### src/rtl/ptt_pkg.sv
package ptt_pkg;

  // Width of the stored track values; the 32-bit input is sign extended
  // and then cut to this many bits.
  localparam int VALUE_BITS = 32;

  localparam int CNT_W    = 8;
  localparam int TREND_W  = 3;
  localparam int KIND_W   = 2;
  localparam int TAG_W    = 32;
  localparam int IN_W     = 32;
  localparam int PADDR_W  = 4;
  localparam int PDATA_W  = 32;

  typedef logic signed [VALUE_BITS-1:0] value_t;
  typedef logic signed [IN_W-1:0]       point_value_t;
  typedef logic [KIND_W-1:0]            kind_t;
  typedef logic [TAG_W-1:0]             tag_t;
  typedef logic [CNT_W-1:0]             cnt_t;
  typedef logic [TREND_W-1:0]           trend_t;

  // Point kinds
  localparam kind_t KIND_OTHER = 2'd0;
  localparam kind_t KIND_LOW   = 2'd1;
  localparam kind_t KIND_HIGH  = 2'd2;

  // Track trend codes
  localparam trend_t TREND_UNDEF  = 3'd0;
  localparam trend_t TREND_RISE   = 3'd1;
  localparam trend_t TREND_FALL   = 3'd2;
  localparam trend_t TREND_NORULE = 3'd3;
  localparam trend_t TREND_NONE   = 3'd4;

  // Composite trend codes
  localparam trend_t COMP_UNDEF   = 3'd0;
  localparam trend_t COMP_RISE    = 3'd1;
  localparam trend_t COMP_FALL    = 3'd2;
  localparam trend_t COMP_SHRINK  = 3'd3;
  localparam trend_t COMP_ENLARGE = 3'd4;

  // Register indexes
  localparam logic [1:0] REG_LOW_MIN  = 2'd0;
  localparam logic [1:0] REG_HIGH_MIN = 2'd1;
  localparam logic [1:0] REG_RUN_LIM  = 2'd2;

  localparam cnt_t CNT_MAX = '1;

  typedef struct packed {
    cnt_t low_min_count;
    cnt_t high_min_count;
    cnt_t run_limit;
  } cfg_t;

  function automatic value_t to_key(point_value_t v);
    return value_t'(v);
  endfunction

  function automatic trend_t combine(trend_t lo, trend_t hi);
    trend_t c;
    c = COMP_UNDEF;
    if (lo == TREND_RISE && hi == TREND_RISE) c = COMP_RISE;
    else if (lo == TREND_FALL && hi == TREND_FALL) c = COMP_FALL;
    else if (lo == TREND_RISE && hi == TREND_FALL) c = COMP_SHRINK;
    else if (lo == TREND_FALL && hi == TREND_RISE) c = COMP_ENLARGE;
    return c;
  endfunction

endpackage

### src/rtl/ptt_point_if.sv
interface ptt_point_if import ptt_pkg::*; ();
  logic         valid;
  logic         ready;
  point_value_t point_value;
  kind_t        point_kind;
  tag_t         time_tag;

  modport source(output valid, point_value, point_kind, time_tag, input ready);
  modport sink(input valid, point_value, point_kind, time_tag, output ready);
endinterface

### src/rtl/ptt_result_if.sv
interface ptt_result_if import ptt_pkg::*; ();
  logic   valid;
  logic   ready;
  tag_t   time_tag_out;
  trend_t track_trend;
  trend_t composite_trend;

  modport source(output valid, time_tag_out, track_trend, composite_trend, input ready);
  modport sink(input valid, time_tag_out, track_trend, composite_trend, output ready);
endinterface

### src/rtl/peak_trough_trend_classifier.sv
// Pipeline: an accepted point passes the input register, then the result
//   register, and is held there while the result output stalls.
// Throughput: one point per cycle when results are taken; low/high track
//   update and both trend reads sit in one combinational pass in between.
// Reset (rst, synchronous, active high): both tracks cleared, registers
//   back to low/high minimum 4 and run limit 1, pipeline emptied.
module peak_trough_trend_classifier import ptt_pkg::*; (
  input  logic               clk,
  input  logic               rst,
  input  logic               psel,
  input  logic               penable,
  input  logic               pwrite,
  input  logic [PADDR_W-1:0] paddr,
  input  logic [PDATA_W-1:0] pwdata,
  output logic [PDATA_W-1:0] prdata,
  output logic               pready,
  ptt_point_if.sink          points,
  ptt_result_if.source       results
);

  cfg_t cfg;

  // Input stage register
  logic         stage_valid;
  point_value_t stage_value;
  kind_t        stage_kind;
  tag_t         stage_tag;

  // Result register
  logic   result_valid;
  tag_t   result_tag;
  trend_t result_trend;
  trend_t result_comp;

  logic   advance;   // result register free to load this cycle
  logic   fire;      // stage beat moves into the result register
  logic   in_beat;
  value_t key;
  trend_t lo_trend, hi_trend, own_trend;

  ptt_cfg u_cfg (
    .clk     (clk),
    .rst     (rst),
    .psel    (psel),
    .penable (penable),
    .pwrite  (pwrite),
    .paddr   (paddr),
    .pwdata  (pwdata),
    .prdata  (prdata),
    .pready  (pready),
    .cfg     (cfg)
  );

  // Stage and result registers form a two-deep pipe; the input side keeps
  // taking beats while the result waits only as long as the stage is empty.
  assign advance      = !result_valid || results.ready;
  assign fire         = stage_valid && advance;
  assign points.ready = !stage_valid || advance;
  assign in_beat      = points.valid && points.ready;

  always_ff @(posedge clk) begin
    if (rst) begin
      stage_valid <= 1'b0;
    end else if (points.ready) begin
      stage_valid <= points.valid;
    end
  end

  always_ff @(posedge clk) begin
    if (in_beat) begin
      stage_value <= points.point_value;
      stage_kind  <= points.point_kind;
      stage_tag   <= points.time_tag;
    end
  end

  assign key = to_key(stage_value);

  // Each track updates only when its point leaves the stage, so state moves
  // exactly once per beat no matter how long the output stalls.
  ptt_track u_low (
    .clk       (clk),
    .rst       (rst),
    .upd       (fire && stage_kind == KIND_LOW),
    .key       (key),
    .min_count (cfg.low_min_count),
    .run_limit (cfg.run_limit),
    .trend     (lo_trend)
  );

  ptt_track u_high (
    .clk       (clk),
    .rst       (rst),
    .upd       (fire && stage_kind == KIND_HIGH),
    .key       (key),
    .min_count (cfg.high_min_count),
    .run_limit (cfg.run_limit),
    .trend     (hi_trend)
  );

  // Kind 3 is handled like "other".
  always_comb begin
    case (stage_kind)
      KIND_LOW:  own_trend = lo_trend;
      KIND_HIGH: own_trend = hi_trend;
      default:   own_trend = TREND_NONE;
    endcase
  end

  always_ff @(posedge clk) begin
    if (rst) begin
      result_valid <= 1'b0;
    end else if (advance) begin
      result_valid <= stage_valid;
    end
  end

  always_ff @(posedge clk) begin
    if (fire) begin
      result_tag   <= stage_tag;
      result_trend <= own_trend;
      result_comp  <= combine(lo_trend, hi_trend);
    end
  end

  assign results.valid           = result_valid;
  assign results.time_tag_out    = result_tag;
  assign results.track_trend     = result_trend;
  assign results.composite_trend = result_comp;

  a_full_blocks: assert property (@(posedge clk) disable iff (rst)
    (stage_valid && result_valid && !results.ready) |-> !points.ready)
    else $error("input taken with both stages full");

  a_fire_shows: assert property (@(posedge clk) disable iff (rst)
    fire |=> result_valid)
    else $error("stage beat lost on the way to the result register");

  a_result_source: assert property (@(posedge clk) disable iff (rst)
    $rose(result_valid) |-> $past(stage_valid))
    else $error("result appeared without a staged point");

endmodule

### src/rtl/ptt_cfg.sv
module ptt_cfg import ptt_pkg::*; (
  input  logic               clk,
  input  logic               rst,
  input  logic               psel,
  input  logic               penable,
  input  logic               pwrite,
  input  logic [PADDR_W-1:0] paddr,
  input  logic [PDATA_W-1:0] pwdata,
  output logic [PDATA_W-1:0] prdata,
  output logic               pready,
  output cfg_t               cfg
);

  logic       wr;
  logic [1:0] idx;

  assign pready = 1'b1;
  assign idx    = paddr[3:2];
  assign wr     = psel && penable && pwrite;

  always_ff @(posedge clk) begin
    if (rst) begin
      cfg.low_min_count  <= 8'd4;
      cfg.high_min_count <= 8'd4;
      cfg.run_limit      <= 8'd1;
    end else if (wr) begin
      case (idx)
        REG_LOW_MIN:  cfg.low_min_count  <= pwdata[CNT_W-1:0];
        REG_HIGH_MIN: cfg.high_min_count <= pwdata[CNT_W-1:0];
        REG_RUN_LIM:  cfg.run_limit      <= pwdata[CNT_W-1:0];
        default: ;  // unmapped, write ignored
      endcase
    end
  end

  always_comb begin
    case (idx)
      REG_LOW_MIN:  prdata = PDATA_W'(cfg.low_min_count);
      REG_HIGH_MIN: prdata = PDATA_W'(cfg.high_min_count);
      REG_RUN_LIM:  prdata = PDATA_W'(cfg.run_limit);
      default:      prdata = '0;
    endcase
  end

endmodule

### src/rtl/ptt_track.sv
module ptt_track import ptt_pkg::*; (
  input  logic   clk,
  input  logic   rst,
  input  logic   upd,
  input  value_t key,
  input  cnt_t   min_count,
  input  cnt_t   run_limit,
  output trend_t trend
);

  cnt_t   count, count_next;
  value_t last;
  cnt_t   rise, rise_next;
  cnt_t   fall, fall_next;
  cnt_t   rc, rr, rf;

  // Pair of the first two points is not counted; ties leave runs alone.
  always_comb begin
    rise_next  = rise;
    fall_next  = fall;
    count_next = (count == CNT_MAX) ? count : count + cnt_t'(1);
    if (count >= cnt_t'(2)) begin
      if (key > last) begin
        rise_next = (rise == CNT_MAX) ? rise : rise + cnt_t'(1);
        fall_next = '0;
      end else if (key < last) begin
        fall_next = (fall == CNT_MAX) ? fall : fall + cnt_t'(1);
        rise_next = '0;
      end
    end
  end

  always_ff @(posedge clk) begin
    if (rst) begin
      count <= '0;
      last  <= '0;
      rise  <= '0;
      fall  <= '0;
    end else if (upd) begin
      count <= count_next;
      last  <= key;
      rise  <= rise_next;
      fall  <= fall_next;
    end
  end

  // Trend reflects the state after this beat's update.
  assign rc = upd ? count_next : count;
  assign rr = upd ? rise_next  : rise;
  assign rf = upd ? fall_next  : fall;

  always_comb begin
    if (rc < min_count)      trend = TREND_UNDEF;
    else if (rr > run_limit) trend = TREND_RISE;
    else if (rf > run_limit) trend = TREND_FALL;
    else                     trend = TREND_NORULE;
  end

  a_runs_exclusive: assert property (@(posedge clk) disable iff (rst)
    !(rise != '0 && fall != '0))
    else $error("rise and fall runs both active");

  a_count_sat: assert property (@(posedge clk) disable iff (rst)
    (count == CNT_MAX) |=> (count == CNT_MAX))
    else $error("point count wrapped");

endmodule

### src/flat_wrapper.sv
// flat-port wrapper written by rule: the top's interface ports become plain ports
module peak_trough_trend_classifier_flat import ptt_pkg::*;
  (clk, rst, psel, penable, pwrite, paddr, pwdata, prdata, pready, points_valid, points_point_value, points_point_kind, points_time_tag, points_ready, results_valid, results_time_tag_out, results_track_trend, results_composite_trend, results_ready);
  ptt_point_if points_i ();
  ptt_result_if results_i ();
  input  logic clk;
  input  logic rst;
  input  logic psel;
  input  logic penable;
  input  logic pwrite;
  input  logic [PADDR_W-1:0] paddr;
  input  logic [PDATA_W-1:0] pwdata;
  output logic [PDATA_W-1:0] prdata;
  output logic pready;
  input wire logic [$bits(points_i.valid)-1:0] points_valid;
  input wire logic [$bits(points_i.point_value)-1:0] points_point_value;
  input wire logic [$bits(points_i.point_kind)-1:0] points_point_kind;
  input wire logic [$bits(points_i.time_tag)-1:0] points_time_tag;
  output wire logic [$bits(points_i.ready)-1:0] points_ready;
  output wire logic [$bits(results_i.valid)-1:0] results_valid;
  output wire logic [$bits(results_i.time_tag_out)-1:0] results_time_tag_out;
  output wire logic [$bits(results_i.track_trend)-1:0] results_track_trend;
  output wire logic [$bits(results_i.composite_trend)-1:0] results_composite_trend;
  input wire logic [$bits(results_i.ready)-1:0] results_ready;
  assign points_i.valid = points_valid;
  assign points_i.point_value = points_point_value;
  assign points_i.point_kind = points_point_kind;
  assign points_i.time_tag = points_time_tag;
  assign points_ready = points_i.ready;
  assign results_valid = results_i.valid;
  assign results_time_tag_out = results_i.time_tag_out;
  assign results_track_trend = results_i.track_trend;
  assign results_composite_trend = results_i.composite_trend;
  assign results_i.ready = results_ready;
  peak_trough_trend_classifier u_core (.clk(clk), .rst(rst), .psel(psel), .penable(penable), .pwrite(pwrite), .paddr(paddr), .pwdata(pwdata), .prdata(prdata), .pready(pready), .points(points_i), .results(results_i));
endmodule
### config.mk
export PLATFORM = sky130hd
export DESIGN_NAME = peak_trough_trend_classifier_flat
export DESIGN_NICKNAME = d
export VERILOG_FILES = /design/src/rtl/ptt_pkg.sv /design/src/rtl/ptt_point_if.sv /design/src/rtl/ptt_result_if.sv /design/src/rtl/peak_trough_trend_classifier.sv /design/src/rtl/ptt_cfg.sv /design/src/rtl/ptt_track.sv /design/src/flat_wrapper.sv
export SDC_FILE = /design/constraint.sdc
export NUM_CORES = 1
export LEC_CHECK = 0
export ABC_AREA = 1
export BUFFER_PORTS_ARGS = -buffer_cell sky130_fd_sc_hd__buf_2
export CORE_ASPECT_RATIO = 1.75
export CORE_MARGIN = 4
export CORE_UTILIZATION = 50
export DETAILED_ROUTE_END_ITERATION = 8
export PLACE_DENSITY = 0.71
export SLEW_MARGIN = 0
export SYNTH_ARGS = -nofsm -noshare
export SYNTH_HDL_FRONTEND = slang
export SYNTH_SLANG_ARGS = --single-unit
export TNS_END_PERCENT = 20
### constraint.sdc
create_clock -name clk -period 3.7 [get_ports clk]
set_input_delay 0.74 -clock clk [delete_from_list [all_inputs] [get_ports clk]]
set_output_delay 0.74 -clock clk [all_outputs]
set_load 0.01 [all_outputs]
# [Word-level counts from Yosys, hierarchy flattened]
# Cells that the tools add are included.
[word_totals] in_bits=109 register_bits=242 output_inout_bits=73
[classes] mux=35 n_eq_ne=14 add_sub_neg=6 n_lt_le_gt_ge=12 reduce_logical=19
[ops] op="two-way mux 8 bit" n=24
[ops] op="> comparator 32 bit" n=2
[ops] op="less-than comparator 32 bit" n=2
[ops] op="adder 8 x 1 -> 8 bit, second input constant" n=6
[ops] op="equality test 8 bit, second input constant" n=6
[ops] op="> comparator 8 bit" n=4
[ops] op="case mux 8 bit (3 select lines)" n=1
[ops] op="greater-or-equal comparator 8 x 2 -> 1 bit, second input constant" n=2
[ops] op="less-than comparator 8 bit" n=2
[ops] op="two-way mux 2 bit" n=6
[ops] op="logical AND 1 bit" n=10
[ops] op="equality test 2 x 1 -> 1 bit, second input constant" n=4
[ops] op="equality test 2 bit, second input constant" n=4
[ops] op="case mux 3 bit (2 select lines)" n=1
[ops] op="AND reduction 2 bit" n=3
[ops] op="two-way mux 3 bit" n=1
[ops] op="OR reduction 3 bit" n=1
[ops] op="zero test 1 bit" n=2
[ops] op="zero test 2 bit" n=1
[ops] op="logical OR 1 bit" n=2
[ops] op="two-way mux 1 bit" n=2

# [Depth between registers and ports, before layout]
# Gate-level depths: netlist of the first run.
[depth] word_depth=15 ltp_mapped=29 ltp_nobuf=29

# [Modules after synthesis]
# From an unflattened synthesis of the first run, not the netlist that was laid out.
[unflattened] cells_unflattened=1530 area_unflattened_um2=12836.1
[by_module_without_submodules] module="ptt_track at u_core.u_high" instances=1 area_each_um2=4100.2 cells_each=584
[by_module_without_submodules] module="ptt_track at u_core.u_low" instances=1 area_each_um2=4021.4 cells_each=589
[by_module_without_submodules] module="peak_trough_trend_classifier" instances=1 area_each_um2=3357.0 cells_each=150
[by_module_without_submodules] module="ptt_cfg" instances=1 area_each_um2=1357.6 cells_each=207

# [Worst setup path before layout of the first run]
# OpenSTA, ideal clock, no wires.
[synth_timing] path_kind="register to register" from="reg u_core.stage_value[31] (netlist: u_core.key[31])" to="reg u_core.result_trend[0] (netlist: u_core.results.track_trend[0]), data pin" required_time_ps=3444 t_arrival_ps=2949 path_stages_with_launch=24 setup_ps=256 slack_ps=494 path_cell_list="edfxtp_1 -> ha_1 -> nand2_1 -> nor2_1 -> nor3_1 -> nand2_1 -> a21oi_1 -> nand3_1 -> nand3_2 -> buf_6 -> inv_2 -> or2_1 -> inv_1 -> ha_1 -> a21oi_1 -> o21ai_0 -> nand2_1 -> o211ai_1 -> nand2_1 -> o21ai_0 -> nor2_1 -> nor2_1 -> nand2_1 -> a21oi_1"
[synth_lines] item="start: declaration" line_no="peak_trough_trend_classifier.sv:25" source="point_value_t stage_value;"
[synth_lines] item="start signal: assignment" line_no="peak_trough_trend_classifier.sv:71" source="stage_value <= points.point_value;"
[synth_lines] item="less-than comparator 32 bit" line_no="ptt_track.sv:26" source="end else if (key < last) begin"
[synth_lines] item="two-way mux 8 bit" line_no="ptt_track.sv:26"
[synth_lines] item="two-way mux 8 bit *" line_no="ptt_track.sv:23" source="if (key > last) begin"
[synth_lines] item="two-way mux 8 bit *" line_no="ptt_track.sv:22" source="if (count >= cnt_t'(2)) begin"
[synth_lines] item="two-way mux 8 bit *"
[synth_lines] item="net u_core.u_high.rr[1]" line_no="ptt_track.sv:15" source="cnt_t rc, rr, rf;"
[synth_lines] item="> comparator 8 bit *" line_no="ptt_track.sv:54" source="else if (rr > run_limit) trend = TREND_RISE;"
[synth_lines] item="two-way mux 2 bit *" line_no="ptt_track.sv:54"
[synth_lines] item="two-way mux 2 bit *" line_no="ptt_track.sv:53" source="if (rc < min_count) trend = TREND_UNDEF;"
[synth_lines] item="case mux 3 bit (2 select lines) *" line_no="peak_trough_trend_classifier.sv:103" source="case (stage_kind)"
[synth_lines] item="net u_core.own_trend[0]" line_no="peak_trough_trend_classifier.sv:39" source="trend_t lo_trend, hi_trend, own_trend;"
[synth_lines] item="end signal: assignment" line_no="peak_trough_trend_classifier.sv:121" source="result_trend <= own_trend;"
[synth_lines] item="end: declaration" line_no="peak_trough_trend_classifier.sv:32" source="trend_t result_trend;"
# Mark *: on every way through the listed nets, which the timed path passes. The rest lies on a longest branch.
# A chain may end at the register's enable or synchronous reset.

# [Final worst setup path of the first run]
[layout_timing] from="reg u_core.stage_value[31] (netlist: u_core.key[31])" to="reg u_core.result_comp[1] (netlist: u_core.results.composite_trend[1]), data pin"
[layout_lines] item="less-than comparator 32 bit" line_no="ptt_track.sv:26"
[layout_lines] item="two-way mux 8 bit" line_no="ptt_track.sv:26"
[layout_lines] item="two-way mux 8 bit *" line_no="ptt_track.sv:23"
[layout_lines] item="two-way mux 8 bit *" line_no="ptt_track.sv:22"
[layout_lines] item="two-way mux 8 bit *"
[layout_lines] item="net u_core.u_low.rr[3]" line_no="ptt_track.sv:15"
[layout_lines] item="> comparator 8 bit *" line_no="ptt_track.sv:54"
[layout_lines] item="two-way mux 2 bit *" line_no="ptt_track.sv:54"
[layout_lines] item="two-way mux 2 bit *" line_no="ptt_track.sv:53"
[layout_lines] item="equality test 2 x 1 -> 1 bit" line_no="ptt_pkg.sv:61, ptt_pkg.sv:63"
[layout_lines] item="logical AND 1 bit" line_no="ptt_pkg.sv:63" source="else if (lo == TREND_RISE && hi == TREND_FALL) c = COMP_SHRINK;"
[layout_lines] item="two-way mux 2 bit" line_no="ptt_pkg.sv:63"
[layout_lines] item="two-way mux 2 bit" line_no="ptt_pkg.sv:62" source="else if (lo == TREND_FALL && hi == TREND_FALL) c = COMP_FALL;"
[layout_lines] item="end signal: assignment" line_no="peak_trough_trend_classifier.sv:122" source="result_comp <= combine(lo_trend, hi_trend);"
[layout_lines] item="end: declaration" line_no="peak_trough_trend_classifier.sv:33" source="trend_t result_comp;"
# Marks and branches as above.

==> qor.yml, run 1 <==
top_usage_layer: "met2"
synth.top_cell.area_share_pct: 25.4
synth-compound-area-share_pct: 13.2
final_area_um2: 14500
grt_antenna_before_repair: 0
start_util_pct: 51.0
fin_crit_sh_pct: 95.5
ys_seq_area_share_pct: 47.9
synth_area_leader_cell: "edfxtp_1"
cts_inserted_buffers: 23
cts.sinks: 242
synthTopCellsByCount: "232 x nand2_1, 222 x inv_1, 150 x a21oi_1"
grtUsageMet3_pct: 2.55
grt-ovfl-total: 0
fmax_mhz: 283
cp-end-kind: "flop"
critical_path_arrival_ns: 3.80
htree_levels: 1
synth_most_common_cell: "nand2_1"
fin_hold_ws_ns: 0.401
cts_tree: "yes"
finalHoldViolations: 0
area_delta_synth_final_pct: 17.5
avgSynthCellArea_um2: 8.62
routedWlPerCell_um: 13.6
place_area_um2: 13300
crit_type: "flop to flop"
leakage_uw: 0.00640
timing.slew.headroom_pct: 60.6
cp-start-kind: "flop"
clk_latency_ns: 0.52
drt-total-wl_um: 26000
fin_nets: 1820
grtUsageMet1_pct: 20.0
synth-seq-cells: 242
yosys.cell_types.count: 47
synth_ff_type: "dfxtp_1"
coreArea_um2: 24100
status: "finished clean"
firstDrtPassIters: 5
critPathMaxStageDelay_ns: 0.46
async_flop_share_pct: 0
dp_hpwl_um: 19300
synthMuxAreaShare_pct: 0.0814
critPathRequiredTime_ns: 3.97
yosys_warnings: 0
grt_start_max_net_pins: 67
dieWidth_um: 127
syn_area_um2: 12300
worstMarginPinSlew_ns: 0.591
numPortBuffers: 130
crit_path_frequent_cell: "nand2_1"
dr_total_vias: 9744
setup_viol: 0
cp_max_fo: 8
pin_count: 182
post-route-min-period_ns: 3.53
synthSimpleGateAreaFrac_pct: 16.4
ant_nets: 0
clock_path_buffers: 3
gp_congestion: 0.863
holdBufCountCts: 0
synth-xor-area-share_pct: 0.641
power_density_nw_per_um2: 395
dieHeight_um: 215
synth.top_cells.by_area: "edfxtp_1 25%, dfxtp_1 22%, ha_1 12%, nand2_1 7.1%, inv_1 6.8%"
synthAdderAreaFrac_pct: 12.2
min_path_type: "primary input to flop"
cp_cell_sequence: "buf_4 > ha_4 > nand2_1 > nor2_2 > nand2_1 > inv_1 > a21oi_2 > nand2_1 > nand2_2 > nand2_2 > nor2_4 > inv_4 > nand2_1 > inv_1 > ha_1 > nand2_1 > nor2_2 > a211oi_2 > o21ai_1 > o31ai_2 > buf_4 > inv_1 > nand2_1 > a21oi_1"
final_max_slew_viol_count: 0
cp_slowest_cell: "edfxtp_1"
maxCapViolations: 0
die_area_um2: 27300
clk_pin_slew_worst_paths_ns: 0.06
row_count: 75
grt_pass1_vias: 9465
diodes: 0
grt_use_met2_pct: 36.9
skew_ns: 0.0126
avgViaCountPerCell: 5.09
grt_usage_pct: 18.8
synth_cells: 1427
grt_first_pass_wirelength_um: 42900
synth_edf_count: 104
root_buffer: "clkbuf_16"
synth_top_family_by_area: "simple AND/OR/NAND/NOR gates"
irDropWorstVdd_mv: 0.440
drc: 0
drive_above_1_share_pct: 17.5
drtIter0Drc: 379
routing by layer:
layer | wire length, um | vias up
met5 | 0 | -
met4 | 762 | 0
met3 | 1080 | 48
met2 | 14500 | 194
met1 | 9730 | 4474
li1 | - | 5028
worst max-delay path, delay by kind of cell (launching register included):
family | cells | cell delay (ns)
AOI/OAI and AO/OA | 5 | 0.64
adders and majority gates | 2 | 0.54
buffers and inverters | 6 | 0.59
DFF | 1 | 0.46
and+or+nand+nor | 11 | 1.07
per-stage QoR:
| stage | cells | util, % | power (uW) | setup TNS, ns | worst slack [ns] |
|---|---|---|---|---|---|
| floorplan | 1450 | - | 3340 | 0 | 0.494 |
| global placement | 1860 | 55.3 | 3490 | 0 | 0.111 |
| detailed placement | 1860 | 55.3 | 3510 | 0 | 0.0342 |
| CTS | 1901 | 58.3 | 5760 | 0 | 0.00826 |
| global route | 1915 | 59.9 | 5980 | -0.215 | -0.0638 |
| finish | 1915 | 59.9 | 5710 | 0 | 0.168 |
final timing paths:
kind,start,endpoint,slack (ns),depth (start not counted)
setup / recovery,u_core.key[31]$_DFFE_PP_,u_core.results.composite_trend[1]$_SDFFCE_PP0P_,0.17,24
hold / removal,points_point_value[11],u_core.key[11]$_DFFE_PP_,0.40,1
setup reg to reg,u_core.key[31]$_DFFE_PP_,u_core.results.composite_trend[1]$_SDFFCE_PP0P_,0.17,24
hold reg to reg,u_core.stage_tag[11]$_DFFE_PP_,u_core.results.time_tag_out[11]$_DFFE_PP_,0.42,0
cells by family (layout without fill, tap and decap cells):
kind of cell | Yosys count | count (layout)
other cells | 2 | 25
buf+inv | 285 | 442
compound gates | 304 | 304
mux | 1 | 1
flops | 242 | 242
simple gates | 464 | 464
fa+ha+maj | 120 | 120
xor+xnor | 9 | 9
cell type report:
cell class              count  area [um2]
inverters                 227         855
repair buffers            174        1000
clock inverters             8        48.8
flip-flops and latches    242        5890
fillers                  2101        9670
multi-input cells         923        5610
well taps                 308         385
clock buffers              33         664
cells in the final DEF (no fill, tap or decap), drive strengths merged:
master / n
mux2i: 1
nand3: 65
and3: 2
clkbuf: 33
conb: 25
o32ai: 1
a22oi: 3
ha: 120
o21bai: 3
and2: 5
nand4: 20
nand3b: 2
nor2: 115
o31ai: 2
a32oi: 1
nor4: 3
nor3b: 1
buf: 174
o22ai: 1
a31oi: 2
inv: 228
a211oi: 5
edfxtp: 104
nand2: 241
a21oi: 151
xor2: 6
o211ai: 5
or2: 2
o221ai: 7
nor3: 8
o21a: 4
xnor2: 3
o21ai: 118
clkinv: 7
dfxtp: 138
a21o: 1
sequential cells by signal, indices dropped and copies added, names as in the netlist:
signal / count
u_core.u_high.fall: 8
u_core.u_high.count: 8
u_core.stage_tag: 32
u_core.u_low.last: 32
u_core.u_high.rise: 8
u_core.stage_valid: 1
u_core.results.time_tag_out: 32
u_core.u_low.count: 8
u_core.results.valid: 1
u_core.key: 32
u_core.results.composite_trend: 3
u_core.u_low.fall: 8
u_core.u_low.rise: 8
u_core.u_high.last: 32
u_core.u_cfg.cfg: 24
u_core.results.track_trend: 3
u_core.stage_kind: 2
timing repair:
| action | CTS | global route |
|---|---|---|
| setup endpoints to repair | 0 | 5 |
| buffers inserted | 0 | 15 |
| resized for setup | 0 | 56 |
power by group:
group | internal, uW | leakage [uW] | switching (uW)
clock | 1260 | 0.000357 | 979
combinational | 211 | 0.00392 | 334
sequential | 2890 | 0.00212 | 41.9
No activity file was read; power rests on OpenSTA's default activity.
==> run 2, diff against run 1 <==
==> constraint.sdc (replaced) <==
create_clock -name clk -period 4.5 [get_ports clk]
set_input_delay 0.9 -clock clk [delete_from_list [all_inputs] [get_ports clk]]
set_output_delay 0.9 -clock clk [all_outputs]
set_load 0.01 [all_outputs]
==> run 2 against run 1 <==
  * Via count shrank 1.2%
  * Power shrank 16%
  * First-iteration DRC count shrank 2.6%
  * Cell count shrank 1.8%
  * Clock skew shrank 0.00089 ns
  * Non-clock buffer count shrank 35
  * Fmax shrank 10%
  * Register-to-register slack gained 0.40 ns
  * Critical path depth shrank 2
  * Sequential power shrank 18%
  * Sequential share of layout area grew 1.5 points
  * Critical endpoint is now u_core.results.track_trend[0]$_DFFE_PP_
==> qor.yml, run 2 (same netlist as run 1, synthesis figures left out) <==
cp-start-kind: "flop"
cts.sinks: 242
final_cell_mix: "232 x nand2_1, 220 x inv_1, 150 x a21oi_1, 138 x dfxtp_1, 130 x buf_2"
drive_above_1_share_pct: 12.9
clk_pin_slew_worst_paths_ns: 0.06
root_buffer: "clkbuf_16"
regArea_um2: 5890
cp_max_fo: 8
rsz0062_at_grt: "no"
fin_nets: 1785
avgViaCountPerCell: 5.12
grt_pass1_vias: 9426
place_area_um2: 13200
critPathMaxStageDelay_ns: 0.44
post-cts-setup-buffers: 0
pin_count: 182
clock_path_buffers: 3
area_delta_synth_final_pct: 13.4
drt-total-wl_um: 25800
min_path_type: "flop to flop"
htree_levels: 1
fillerInstances: 2151
clk_latency_ns: 0.51
crit_type: "flop to flop"
grt_antenna_before_repair: 0
status: "finished clean"
grt_first_pass_wirelength_um: 42900
grt_usage_pct: 18.9
cp_top_family: "simple AND/OR/NAND/NOR gates"
drtIter0Drc: 369
final_common_cell: "nand2_1"
crit_path_frequent_cell: "nand2_1"
dr_total_vias: 9627
ant_nets: 0
dp_hpwl_um: 19400
worstMarginPinSlew_ns: 0.787
cp_cell_sequence: "ha_1 > nand4_1 > nor3_1 > and3_1 > nand2_1 > nand2_1 > nor2_1 > nand2_1 > o21ai_1 > or2_1 > inv_1 > ha_1 > a21oi_1 > o21ai_0 > nand2_1 > o211ai_1 > nand2_1 > o21ai_0 > nor2_1 > nor2_1 > nand2_1 > a21oi_1"
diodes: 0
fin_tns_setup_ns: 0
critPathRequiredTime_ns: 4.76
die_area_um2: 27300
gp_congestion: 0.847
finalHoldViolations: 0
leakage_uw: 0.00623
numPortBuffers: 130
fin_crit_sh_pct: 87.4
maxCapViolations: 0
grt_start_max_net_pins: 67
cp_slowest_cell: "edfxtp_1"
skew_ns: 0.0117
cts-resized-gates: 0
dp_slack_ns: 0.468
grt-ovfl-total: 0
power_density_nw_per_um2: 344
final_util_pct: 57.8
coreArea_um2: 24100
firstDrtPassIters: 5
path_buf_inv: 1
dieHeight_um: 215
final_area_um2: 13900
cts_tree: "yes"
holdBufCountCts: 0
multi_input_area_um2: 5330
cp-end-kind: "flop"
post-route-min-period_ns: 3.93
timing.slew.headroom_pct: 47.1
fmax_mhz: 254
dieWidth_um: 127
drc: 0
setup_viol: 0
cts_inserted_buffers: 23
critical_path_arrival_ns: 4.20
final_max_slew_viol_count: 0
setup_slack_ns: 0.568
routedWlPerCell_um: 13.7
irDropWorstVdd_mv: 0.367
row_count: 75
start_util_pct: 51.0
==> run 2: changes by cell type in the layout (fill, tap and decap cells not counted), sizes merged <==
cell    before  now
clkbuf      33   32
bufinv       0    2
inv        228  227
buf        174  139
==> run 2: per-layer routing <==
metal,global-route usage [%],share of wire [%]
met5,0,0
met4,8.88,4.2
met3,2.33,4.3
met2,36.3,54
met1,20.0,37
==> run 2: final cells by class <==
| type | count | area share [%] |
|---|---|---|
| repair buffers | 139 | 5.15 |
| inverters | 227 | 6.11 |
| clock buffers | 32 | 4.89 |
| clock inverters | 9 | 0.691 |
| well taps | 308 | 2.76 |
| multi-input cells | 923 | 38.2 |
| flip-flops and latches | 242 | 42.2 |
==> run 2: path summary, 6_finish.rpt <==
path | startpoint | end | slack, ns | cells past startpoint
worst max-delay path | u_core.key[15]$_DFFE_PP_ | u_core.results.track_trend[0]$_DFFE_PP_ | 0.57 | 22
worst min-delay path | u_core.stage_tag[19]$_DFFE_PP_ | u_core.results.time_tag_out[19]$_DFFE_PP_ | 0.41 | 0
worst max register to register | u_core.key[15]$_DFFE_PP_ | u_core.results.track_trend[0]$_DFFE_PP_ | 0.57 | 22
worst min register to register | u_core.stage_tag[19]$_DFFE_PP_ | u_core.results.time_tag_out[19]$_DFFE_PP_ | 0.41 | 0
==> run 2: power by group <==
part | internal (uW) | leakage [uW] | switching (uW)
clock network | 1170 | 0.000386 | 802
registers | 2380 | 0.00212 | 36.0
logic | 148 | 0.00373 | 261
==> run 2: stage by stage <==
step	total power [uW]	hold slack (ns)	instances
final	4800	0.411	1880
after detailed placement	2880	0.405	1839
after global placement	2860	0.400	1839
after floorplan	2750	0.400	1450
after global routing	5030	0.423	1880
after CTS	4870	0.416	1880
